## config.mk

```make
export PLATFORM = sky130hd
export DESIGN_NAME = bfs_greedy_graph_coloring_top
export DESIGN_NICKNAME = d
export VERILOG_FILES = /design/src/hdl/bgc_pkg.sv /design/src/hdl/bgc_engine.sv /design/src/hdl/bfs_greedy_graph_coloring_top.sv
export SDC_FILE = /design/constraint.sdc
export NUM_CORES = 1
export LEC_CHECK = 0
export BUFFER_PORTS_ARGS = -buffer_cell sky130_fd_sc_hd__buf_2
export CAP_MARGIN = 10
export CORE_MARGIN = 2
export CORE_UTILIZATION = 55
export DETAILED_ROUTE_END_ITERATION = 7
export PLACE_DENSITY = 0.79
export SYNTH_ARGS = -nofsm -noshare
export SYNTH_HDL_FRONTEND = slang
export SYNTH_HIERARCHICAL = 1
export SYNTH_SLANG_ARGS = --single-unit
export TNS_END_PERCENT = 50
```

## constraint.sdc

```tcl
create_clock -name clk_i -period 4.98 [get_ports clk_i]
set_input_delay 0.747 -clock clk_i [delete_from_list [all_inputs] [get_ports clk_i]]
set_output_delay 0.747 -clock clk_i [all_outputs]
set_load 0.01 [all_outputs]
```

## src/hdl/bgc_pkg.sv

```systemverilog
// ----------------------------------------------------------------------------
// bgc_pkg: shared types and constants for the breadth-first graph colorer
// Graph size, field widths, sequencer states and the result beat record.
// ----------------------------------------------------------------------------
`default_nettype none

package bgc_pkg;

  localparam int NODES   = 6;
  localparam int NODE_W  = $clog2(NODES);
  localparam int COLOR_W = $clog2(NODES + 1);
  localparam int CNT_W   = $clog2(NODES + 1);

  localparam logic [NODE_W-1:0]  NODE_LAST = NODE_W'(NODES - 1);
  localparam logic [NODE_W:0]    NODE_CNT  = (NODE_W + 1)'(NODES);
  localparam logic [COLOR_W-1:0] COLOR_MAX = COLOR_W'(NODES);
  localparam logic [COLOR_W-1:0] COLOR_MIN = COLOR_W'(1);

  typedef enum logic [2:0] {
    ST_IDLE,
    ST_BFS_ROW,
    ST_BFS_SCAN,
    ST_COL_U,
    ST_COL_J,
    ST_RAISE,
    ST_CLASH,
    ST_EMIT
  } bgc_state_e;

  typedef struct packed {
    logic               valid;
    logic [NODE_W-1:0]  node_id;
    logic [COLOR_W-1:0] color;
    logic               last;
  } bgc_res_t;

  function automatic logic [NODES-1:0] node_bit(input logic [NODE_W-1:0] n);
    logic [NODES-1:0] r;
    r    = '0;
    r[n] = 1'b1;
    return r;
  endfunction

endpackage

`default_nettype wire

```

## src/hdl/bgc_engine.sv

```systemverilog
// ----------------------------------------------------------------------------
// bgc_engine: adjacency store and coloring sequencer
// Stores rows, builds the breadth-first order, colors greedily with one
// shared compare step per cycle, then offers one result per node.
// ----------------------------------------------------------------------------
`default_nettype none

module bgc_engine import bgc_pkg::*; (
  input  wire logic               clk_i,
  input  wire logic               rst_ni,
  input  wire logic               in_fire_i,
  input  wire logic [NODE_W-1:0]  row_node_i,
  input  wire logic [NODES-1:0]   row_bits_i,
  input  wire logic               last_row_i,
  output logic                    busy_o,
  output bgc_res_t                res_o,
  input  wire logic               res_take_i
);

  bgc_state_e state_q, state_d;

  logic [NODES-1:0]   adj_q   [NODES];
  logic [NODE_W-1:0]  order_q [NODES];
  logic [COLOR_W-1:0] color_q [NODES];

  logic [CNT_W-1:0]   head_q, head_d, tail_q, tail_d;
  logic [NODE_W-1:0]  k_q, k_d, i_q, i_d, j_q, j_d;
  logic [NODES-1:0]   visited_q, visited_d;
  logic [NODES-1:0]   row_q, row_d, rowj_q, rowj_d;
  logic [COLOR_W-1:0] cu_q, cu_d, c_q, c_d;

  logic [NODE_W-1:0]  adj_idx, col_idx, ord_idx, ord_widx;
  logic [NODES-1:0]   adj_rd;
  logic [COLOR_W-1:0] col_rd;
  logic [NODE_W-1:0]  ord_rd;
  logic               adj_we, ord_we, col_we, col_clr, adv_j;
  logic [NODE_W-1:0]  ord_wdata;

  assign adj_rd = adj_q[adj_idx];
  assign col_rd = color_q[col_idx];
  assign ord_rd = order_q[ord_idx];
  assign busy_o = (state_q != ST_IDLE);

  always_comb begin
    state_d   = state_q;
    head_d    = head_q;
    tail_d    = tail_q;
    k_d       = k_q;
    i_d       = i_q;
    j_d       = j_q;
    visited_d = visited_q;
    row_d     = row_q;
    rowj_d    = rowj_q;
    cu_d      = cu_q;
    c_d       = c_q;
    adj_idx   = j_q;
    col_idx   = j_q;
    ord_idx   = i_q;
    ord_widx  = tail_q[NODE_W-1:0];
    ord_wdata = k_q;
    adj_we    = 1'b0;
    ord_we    = 1'b0;
    col_we    = 1'b0;
    col_clr   = 1'b0;
    adv_j     = 1'b0;
    res_o     = '0;

    unique case (state_q)
      ST_IDLE: begin
        adj_we = in_fire_i && ({1'b0, row_node_i} < NODE_CNT);
        if (in_fire_i && last_row_i) begin
          // Seed the queue with node 0.
          ord_we    = 1'b1;
          ord_widx  = '0;
          ord_wdata = '0;
          head_d    = '0;
          tail_d    = CNT_W'(1);
          visited_d = NODES'(1);
          state_d   = ST_BFS_ROW;
        end
      end
      ST_BFS_ROW: begin
        ord_idx = head_q[NODE_W-1:0];
        adj_idx = ord_rd;
        k_d     = '0;
        if (&visited_q) begin
          i_d     = '0;
          state_d = ST_COL_U;
        end else if (head_q == tail_q) begin
          // Queue ran dry: append unreached nodes by index.
          row_d   = '1;
          state_d = ST_BFS_SCAN;
        end else begin
          row_d   = adj_rd & ~node_bit(ord_rd);
          head_d  = head_q + CNT_W'(1);
          state_d = ST_BFS_SCAN;
        end
      end
      ST_BFS_SCAN: begin
        if (row_q[k_q] && !visited_q[k_q]) begin
          visited_d[k_q] = 1'b1;
          ord_we         = 1'b1;
          tail_d         = tail_q + CNT_W'(1);
        end
        if (k_q == NODE_LAST) state_d = ST_BFS_ROW;
        else                  k_d     = k_q + NODE_W'(1);
      end
      ST_COL_U: begin
        ord_idx = i_q;
        adj_idx = ord_rd;
        col_idx = ord_rd;
        row_d   = adj_rd & ~node_bit(ord_rd);
        cu_d    = col_rd;
        j_d     = ord_rd;
        state_d = ST_COL_J;
      end
      ST_COL_J: begin
        col_idx = j_q;
        if (row_q[j_q] && (col_rd == cu_q)) state_d = ST_RAISE;
        else                                adv_j   = 1'b1;
      end
      ST_RAISE: begin
        adj_idx = j_q;
        col_idx = j_q;
        rowj_d  = adj_rd & ~node_bit(j_q);
        c_d     = (col_rd < COLOR_MAX) ? col_rd + COLOR_W'(1) : col_rd;
        k_d     = '0;
        state_d = ST_CLASH;
      end
      ST_CLASH: begin
        col_idx = k_q;
        if (c_q >= COLOR_MAX) begin
          col_we = 1'b1;
          adv_j  = 1'b1;
        end else if (rowj_q[k_q] && (col_rd == c_q)) begin
          // Clash: bump and rescan all neighbors.
          c_d = c_q + COLOR_W'(1);
          k_d = '0;
        end else if (k_q == NODE_LAST) begin
          col_we = 1'b1;
          adv_j  = 1'b1;
        end else begin
          k_d = k_q + NODE_W'(1);
        end
      end
      ST_EMIT: begin
        col_idx       = k_q;
        res_o.valid   = 1'b1;
        res_o.node_id = k_q;
        res_o.color   = col_rd;
        res_o.last    = (k_q == NODE_LAST);
        if (res_take_i) begin
          if (k_q == NODE_LAST) begin
            col_clr   = 1'b1;
            visited_d = '0;
            state_d   = ST_IDLE;
          end else begin
            k_d = k_q + NODE_W'(1);
          end
        end
      end
      default: state_d = ST_IDLE;
    endcase

    if (adv_j) begin
      if (j_q == NODE_LAST) begin
        if (i_q == NODE_LAST) begin
          k_d     = '0;
          state_d = ST_EMIT;
        end else begin
          i_d     = i_q + NODE_W'(1);
          state_d = ST_COL_U;
        end
      end else begin
        j_d     = j_q + NODE_W'(1);
        state_d = ST_COL_J;
      end
    end
  end

  always_ff @(posedge clk_i or negedge rst_ni) begin
    if (!rst_ni) begin
      state_q <= ST_IDLE;
    end else begin
      state_q <= state_d;
    end
  end

  always_ff @(posedge clk_i or negedge rst_ni) begin
    if (!rst_ni) begin
      head_q    <= '0;
      tail_q    <= '0;
      k_q       <= '0;
      i_q       <= '0;
      j_q       <= '0;
      visited_q <= '0;
      for (int n = 0; n < NODES; n++) color_q[n] <= COLOR_MIN;
    end else begin
      head_q    <= head_d;
      tail_q    <= tail_d;
      k_q       <= k_d;
      i_q       <= i_d;
      j_q       <= j_d;
      visited_q <= visited_d;
      if (col_clr) begin
        for (int n = 0; n < NODES; n++) color_q[n] <= COLOR_MIN;
      end else if (col_we) begin
        color_q[j_q] <= c_q;
      end
    end
  end

  always_ff @(posedge clk_i) begin
    row_q  <= row_d;
    rowj_q <= rowj_d;
    cu_q   <= cu_d;
    c_q    <= c_d;
    if (adj_we) adj_q[row_node_i] <= row_bits_i;
    if (ord_we) order_q[ord_widx] <= ord_wdata;
  end

endmodule

`default_nettype wire

```

## src/hdl/bfs_greedy_graph_coloring_top.sv

```systemverilog
// ----------------------------------------------------------------------------
// bfs_greedy_graph_coloring_top: breadth-first greedy graph colorer
//
// Input channel (in_valid_i / in_stall_o): one beat carries one adjacency
// row of a 6-node graph; row_node_i selects the row, and a row index of 6
// or 7 stores nothing. A beat with last_row_i set stores its row and then
// starts coloring; in_stall_o stays high until the last result is handed
// to the output register.
// Output channel (out_valid_o / out_stall_i): six beats, node 0 to node 5,
// each with the node's color (1..6); last_color_o marks node 5.
// Order: after the last row, the order build does one queue read and then
// a scan over all NODES nodes per dequeued node or per unreached-node
// sweep. The coloring pass reads node u's row and color, then compares
// nodes u to NODES - 1 in turn; each color raise reads the neighbor's row
// and then scans up to all NODES nodes per color tried (every compare
// reads colors through one shared read port, one neighbor per cycle).
// Results then leave one per cycle while the receiver does not stall.
// Reset clears the sequencer and sets every color to 1; adjacency rows are
// kept across graphs until rewritten. A stalled receiver holds the output
// register and the engine waits on it.
// ----------------------------------------------------------------------------
`default_nettype none

module bfs_greedy_graph_coloring_top import bgc_pkg::*; (
  input  wire logic               clk_i,
  input  wire logic               rst_ni,
  input  wire logic               in_valid_i,
  output logic                    in_stall_o,
  input  wire logic [NODE_W-1:0]  row_node_i,
  input  wire logic [NODES-1:0]   row_bits_i,
  input  wire logic               last_row_i,
  output logic                    out_valid_o,
  input  wire logic               out_stall_i,
  output logic [NODE_W-1:0]       node_id_o,
  output logic [COLOR_W-1:0]      color_o,
  output logic                    last_color_o
);

  bgc_res_t           res;
  logic               busy;
  logic               in_fire;
  logic               load;
  logic               out_valid_q, out_valid_d;
  logic [NODE_W-1:0]  node_id_q;
  logic [COLOR_W-1:0] color_q;
  logic               last_q;

  // Accept rows only while the sequencer is idle.
  assign in_stall_o = busy;
  assign in_fire    = in_valid_i && !in_stall_o;

  bgc_engine u_engine (
    .clk_i      (clk_i),
    .rst_ni     (rst_ni),
    .in_fire_i  (in_fire),
    .row_node_i (row_node_i),
    .row_bits_i (row_bits_i),
    .last_row_i (last_row_i),
    .busy_o     (busy),
    .res_o      (res),
    .res_take_i (load)
  );

  // Load the output register when it is empty or its beat leaves now.
  assign load = res.valid && (!out_valid_q || !out_stall_i);

  always_comb begin
    out_valid_d = out_valid_q;
    if (load)              out_valid_d = 1'b1;
    else if (!out_stall_i) out_valid_d = 1'b0;
  end

  always_ff @(posedge clk_i or negedge rst_ni) begin
    if (!rst_ni) begin
      out_valid_q <= 1'b0;
    end else begin
      out_valid_q <= out_valid_d;
    end
  end

  // Hold the payload until the beat is taken.
  always_ff @(posedge clk_i) begin
    if (load) begin
      node_id_q <= res.node_id;
      color_q   <= res.color;
      last_q    <= res.last;
    end
  end

  assign out_valid_o  = out_valid_q;
  assign node_id_o    = node_id_q;
  assign color_o      = color_q;
  assign last_color_o = last_q;

endmodule

`default_nettype wire

```

# Word level (Yosys, flattened, before mapping)
# Memory sizes are Yosys's and may differ from the RTL's.
# Cells that the tools add are included.
# Widths: inputs -> output; s select.
word_totals:
  inputBits: 14
  reg_bits: 68
  output_inout_bits: 9
  mem_count: 2
  ramBits: 54
mem_list:
  columns: ["memory", "words", "word_bits", "read_ports", "rd_ports_with_merged_regs", "wr", "line", "source"]
  rows:
  - ["u_engine.adj_q", 6, 6, 1, 0, 1, "bgc_engine.sv:22", "logic [NODES-1:0] adj_q [NODES];"]
  - ["u_engine.order_q", 6, 3, 1, 0, 1, "bgc_engine.sv:23", "logic [NODE_W-1:0] order_q [NODES];"]
classes:
  n_lt_le_gt_ge: 12
  add_sub_neg: 7
  reduce_logical: 35
  n_mux: 92
  bitwise: 7
  n_eq_ne: 27
ops:
  columns: ["operator", "n"]
  rows:
  - ["$mux 3", 39]
  - ["$mux 18", 2]
  - ["$mux 6", 6]
  - ["$mux 1", 24]
  - ["$pmux 3 s2", 4]
  - ["$add 3x1->3 const B", 7]
  - ["$eq 3x3->1 const B", 7]
  - ["$pmux 3 s7", 1]
  - ["$bwmux 18", 1]
  - ["$pmux 6 s3", 1]
  - ["$and 6x6->6", 2]
  - ["$bmux 1 s3", 4]
  - ["$lt 3x4->1 const B", 3]
  - ["$ne 3x1->1 const B", 4]
  - ["$not 6->6", 2]
  - ["$pmux 3 s4", 1]
  - ["$pmux 6 s2", 1]
  - ["$reduce_and 6->1", 2]
  - ["$logic_and 1x1->1", 11]
  - ["$ne 2x1->1 const B", 5]
  - ["$reduce_bool 2->1", 5]
  - ["$bmux 3 s3", 1]
  - ["$demux 1 s3", 3]
  - ["$demux 3 s3", 1]
  - ["other kinds (24)", 43]

# Depth between registers and ports, before layout
# An unclocked memory read counts as a cell.
depth:
  ltp_word: 16
  ltp_mapped: 14
  mapped_depth_nobuf: 12

# Cells and area by module
# The synthesis kept the hierarchy.
by_module_without_submodules:
  columns: ["module", "cells_each", "area_per_inst_um2", "instances"]
  rows:
  - ["bgc_engine", 578, 6261.0, 1]
  - ["bfs_greedy_graph_coloring_top", 11, 260.2, 1]

# Worst setup path before layout
# Ideal clock, no wire load.
synth_path:
  path_type: "register to register"
  start: "register u_engine.state_q[1]"
  end: "register u_engine.j_q[2]"
  path_stages_with_launch: 14
  path_buffers: 2
  setup_ps: 158
  required_ps: 4822
  synth_period_minus_slack_ps: 3712
  t_arrival_ps: 3553
  path_slack_ps: 1268
  path_cell_list: "dfrtp_1 > buf_6 > nor3b_4 > mux2i_1 > o32a_1 > a221o_1 > buf_6 > mux2_4 > o2bb2ai_1 > or3_4 > a2111oi_4 > o32ai_2 > a211oi_1 > a221oi_1"
synth_between:
  elab_chain_cells: 14
  elab_cells_between_ends: 24
  cone_classes: "eq/ne: 7; mux: 12; bitwise: 1; reduce/logical: 3; memory: 1"
synth_lines:
  columns: ["item", "line", "source"]
  rows:
  - ["from (decl)", "bgc_engine.sv:20", "bgc_state_e state_q, state_d;"]
  - ["from (signal assigned)", "bgc_engine.sv:185", "state_q <= state_d;"]
  - ["$eq 3x1->1", "bgc_engine.sv:68", "unique case (state_q)"]
  - ["$mux 3", "bgc_engine.sv:68", null]
  - ["$mem_v2 6x3", null, null]
  - ["$pmux 3 s2", "bgc_engine.sv:68", null]
  - ["$not 3->4 (implied by the code)", "bgc_engine.sv:40", "assign col_rd = color_q[col_idx];"]
  - ["$bmux 3 s3", "bgc_engine.sv:40", null]
  - ["$mux 3 (implied by the code) (2 in series)", "bgc_engine.sv:40", null]
  - ["$eq 3x3->1", "bgc_engine.sv:135", "end else if (rowj_q[k_q] && (col_rd == c_q)) begin"]
  - ["$logic_and 1x1->1", "bgc_engine.sv:135", null]
  - ["$mux 1", "bgc_engine.sv:135", null]
  - ["$mux 1", "bgc_engine.sv:132", "if (c_q >= COLOR_MAX) begin"]
  - ["$pmux 1 s2", "bgc_engine.sv:68", null]
  - ["$mux 3 *", "bgc_engine.sv:165", "if (adv_j) begin"]
  - ["named net u_engine.j_d[2]", "bgc_engine.sv:27", "logic [NODE_W-1:0] k_q, k_d, i_q, i_d, j_q, j_d;"]
  - ["to (signal assigned)", "bgc_engine.sv:203", "j_q <= j_d;"]
  - ["to (decl)", "bgc_engine.sv:27", null]
# The timed path passes the listed nets; every way through them passes the cells marked *. The select of a mux whose other input is x is not followed.
# A chain may end at the register's enable or synchronous reset.

# Worst setup path after layout
layout_path:
  start: "register u_engine.state_q[2]"
  end: "register u_engine.state_q[0]"
layout_between:
  elab_chain_cells: 15
  elab_cells_between_ends: 39
  cone_classes: "eq/ne: 14; mux: 12; bitwise: 1; reduce/logical: 11; memory: 1"
layout_lines:
  columns: ["item", "line", "source"]
  rows:
  - ["$eq 3x1->1", "bgc_engine.sv:68", null]
  - ["$mux 3", "bgc_engine.sv:68", null]
  - ["$mem_v2 6x3", null, null]
  - ["$pmux 3 s2 *", "bgc_engine.sv:68", null]
  - ["$not 3->4 (implied by the code) *", "bgc_engine.sv:40", null]
  - ["$bmux 3 s3 *", "bgc_engine.sv:40", null]
  - ["$mux 3 (implied by the code) * (2 in series)", "bgc_engine.sv:40", null]
  - ["named net u_engine.col_rd[1]", "bgc_engine.sv:34", "logic [COLOR_W-1:0] col_rd;"]
  - ["$eq 3x3->1", "bgc_engine.sv:135", null]
  - ["$logic_and 1x1->1", "bgc_engine.sv:135", null]
  - ["$mux 1", "bgc_engine.sv:135", null]
  - ["$mux 1", "bgc_engine.sv:132", null]
  - ["$pmux 1 s2", "bgc_engine.sv:68", null]
  - ["$reduce_bool 8->1 (no line), or another cell as far along", null, null]
  - ["$reduce_and 6->1 (no line)", null, null]
# Marks and branches as above.

==> impl_metrics.toml <==
[logic_synthesis]
synth_area_um2 = 6520
syn-num-nets = 614
yosys_warnings = 6
async_flop_share = 0.352
synth_edf_count = 79
synthCells = 589
synthDominantCellAreaShare = 0.364
synth_cell_types = 67
yosys.area.top_type = "edfxtp_1"
ys.flop_type = "edfxtp_1"
avgSynthCellArea_um2 = 11.1
yosysSeqAreaShare = 0.530
synth_seq_cells = 122
synth.area.top_cells = "edfxtp_1 36%, dfrtp_1 14%, mux2i_1 8.6%"

[detailed_routing]
firstDrtPassIters = 8
vias = 4676
first_iter_violations = 390
drtAntennaViolNets = 0
drt-total-wl_um = 14000
avgRoutedWirePerCell_um = 18.5
vias_per_cell = 6.16
drc_errors = 2

[finish]
final_common_cell = "edfxtp_1"
nFillCells = 876
most-common-layout-cells = "79 x edfxtp_1, 66 x nand2_1, 63 x nor2_1"
n_antenna_cell = 0
final_cell_area_um2 = 7340
area_growth_pct = 12.5
drive_above_1_share = 0.153
nNetsFinal = 628

[clock_tree]
ctsHoldBuffers = 0
cts_buffers = 17
clk_transition_reported_paths_ns = 0.06
cts_resized = 0
cts-root-buf = "clkbuf_16"
clockBufferDepth = 2
cts.sinks = 122
clk_latency_ns = 0.42
cts_setup_buffers = 0
tritoncts = "built"
h-tree-depth = 4

[placed_design]
port_buffers = 22
postPlaceCellArea_um2 = 6720
hpwl_um = 10100
gp_congestion = 0.930

[die]
dieHeight_um = 113
std_cell_rows = 39
dieArea_um2 = 12700
start_util = 0.566
dieWidth_um = 113
core_area_um2 = 11500
io_pins = 23

[global_route]
grt_usage = 0.234
grt_remaining_overflow = 0
use_met3 = 0.0643
grtUsageMet2 = 0.376
antenna_found_initial = 0
grt_pass1_wl_um = 23000
grt_pass1_vias = 4643
grt_max_degree = 44
grt.met1_usage = 0.299
busiest_layer = "met2"

[power_and_ir_drop]
worst_ir_drop_vdd_uv = 398
power_density_nw_per_um2 = 705
p_leak_nw = 3.01

[setup_path]
end_kind = "flip-flop"
worstPathArrival_ns = 4.78
start_kind = "flip-flop"
critPathRequiredTime_ns = 5.29
crit_type = "reg2reg"
path_max_fanout = 18

[run]
cap_violations = 0

[sta]
hold_violations = 0
min_period_ns = 4.48
fin_skew_ns = 0.00653
setup_viol = 0
period_share = 0.899
setup_tns_ns = 0
slew_viol_final = 0
fmax_mhz = 223
relSlewSlack = 0.319
rsz0062_at_grt = "no"
worst_pin_slew_ns = 1.01

[min_path]
min_path_type = "in2async"

[status]
violations = "design-rule violations"
status = "finished, violations left"
## registers in the layout, indices dropped and copies added, names as in the netlist
name,cells
u_engine/adj_q,36
u_engine/color_q,18
u_engine/order_q,18
u_engine/row_q,6
u_engine/rowj_q,6
u_engine/visited_q,6
color_o,3
node_id_o,3
u_engine/c_q,3
u_engine/cu_q,3
u_engine/head_q,3
u_engine/i_q,3
u_engine/j_q,3
u_engine/k_q,3
u_engine/state_q,3
u_engine/tail_q,3
last_color_o,1
out_valid_o,1
## area by class of cell
cell class / count / area [um^2] / share of cell area
clock buffer: 18 / 429 / 0.0585
tap: 143 / 179 / 0.0244
inverter: 18 / 67.6 / 0.00921
clock inverter: 14 / 185 / 0.0252
sequential: 122 / 3460 / 0.471
multi-input combinational: 415 / 2860 / 0.389
timing repair buffer: 29 / 163 / 0.0222
## worst max-delay path, cell delays in order, from the launching register on
cell and delay, ns:
dfrtp_1 0.57, or3b_2 0.58, a221oi_1 0.24, o32a_1 0.43
a221o_1 0.52, mux2_4 0.36, o22ai_4 0.24, xor2_1 0.26
nor4b_2 0.10, o32ai_2 0.60, nand2_1 0.22, a41o_1 0.23
## worst paths after layout
| check | to | from | slack (ns) | depth (start not counted) |
|---|---|---|---|---|
| max | u_engine/state_q[0] | u_engine/state_q[2] | 0.50 | 11 |
| min | out_valid_o | rst_ni | 0.49 | 1 |
| max reg2reg | u_engine/state_q[0] | u_engine/state_q[2] | 0.50 | 11 |
| min reg2reg | u_engine/color_q[13] | u_engine/color_q[13] | 0.53 | 2 |
| max in group asynchronous | u_engine/color_q[2] | rst_ni | 3.86 | 1 |
| min in group clk_i | u_engine/color_q[13] | u_engine/color_q[13] | 0.53 | 2 |
## cell families after synthesis
group,Yosys count,share of synthesized area
compound gates,110,0.122
xor+xnor,11,0.0148
fa+ha+maj,11,0.0211
buf+inv,52,0.0326
flops,122,0.530
mux,71,0.123
simple gates,212,0.156
## metrics by stage
stage | util | std cells | hold WS, ns | setup slack (ns) | power, mW
2_1_floorplan | - | 589 | 0.451 | 1.27 | 3.37
3_3_place_gp | 0.584 | 727 | 0.505 | 0.761 | 3.78
3_5_place_dp | 0.584 | 727 | 0.526 | 0.610 | 3.88
4_1_cts | 0.637 | 759 | 0.528 | 0.573 | 5.17
5_1_grt | 0.637 | 759 | 0.560 | 0.249 | 5.49
6_report | 0.637 | 759 | 0.494 | 0.503 | 5.17
## power by group
part | total [mW] | internal, mW | leakage, nW | switching (mW)
clock | 1.27 | 0.798 | 0.297 | 0.468
sequential | 1.68 | 1.40 | 1.24 | 0.282
combinational | 2.23 | 0.928 | 1.47 | 1.30
## per-layer routing
| metal | vias up | wire length (um) |
|---|---|---|
| li1 | 2189 | - |
| met1 | 2267 | 6030 |
| met2 | 187 | 6730 |
| met3 | 33 | 901 |
| met4 | 0 | 382 |
| met5 | - | 0 |
## cells in the mapped netlist (6+ instances only)
| cell | instances |
|---|---|
| clkbuf_1 | 26 |
| mux2_2 | 7 |
| and3_1 | 9 |
| xor2_1 | 8 |
| edfxtp_1 | 79 |
| a21oi_1 | 29 |
| nand2_1 | 66 |
| a31oi_1 | 9 |
| dfrtp_1 | 37 |
| dfstp_2 | 6 |
| ha_1 | 11 |
| mux2i_1 | 56 |
| nand3_1 | 14 |
| and2_1 | 8 |
| nor2_1 | 63 |
| nor3_1 | 11 |
| a21o_1 | 11 |
| mux4_2 | 6 |
| nand2b_1 | 7 |
| o21ai_0 | 13 |
| a211oi_1 | 9 |
| inv_1 | 17 |
| nor2b_1 | 10 |
No activity file was read; power rests on OpenSTA's default activity.
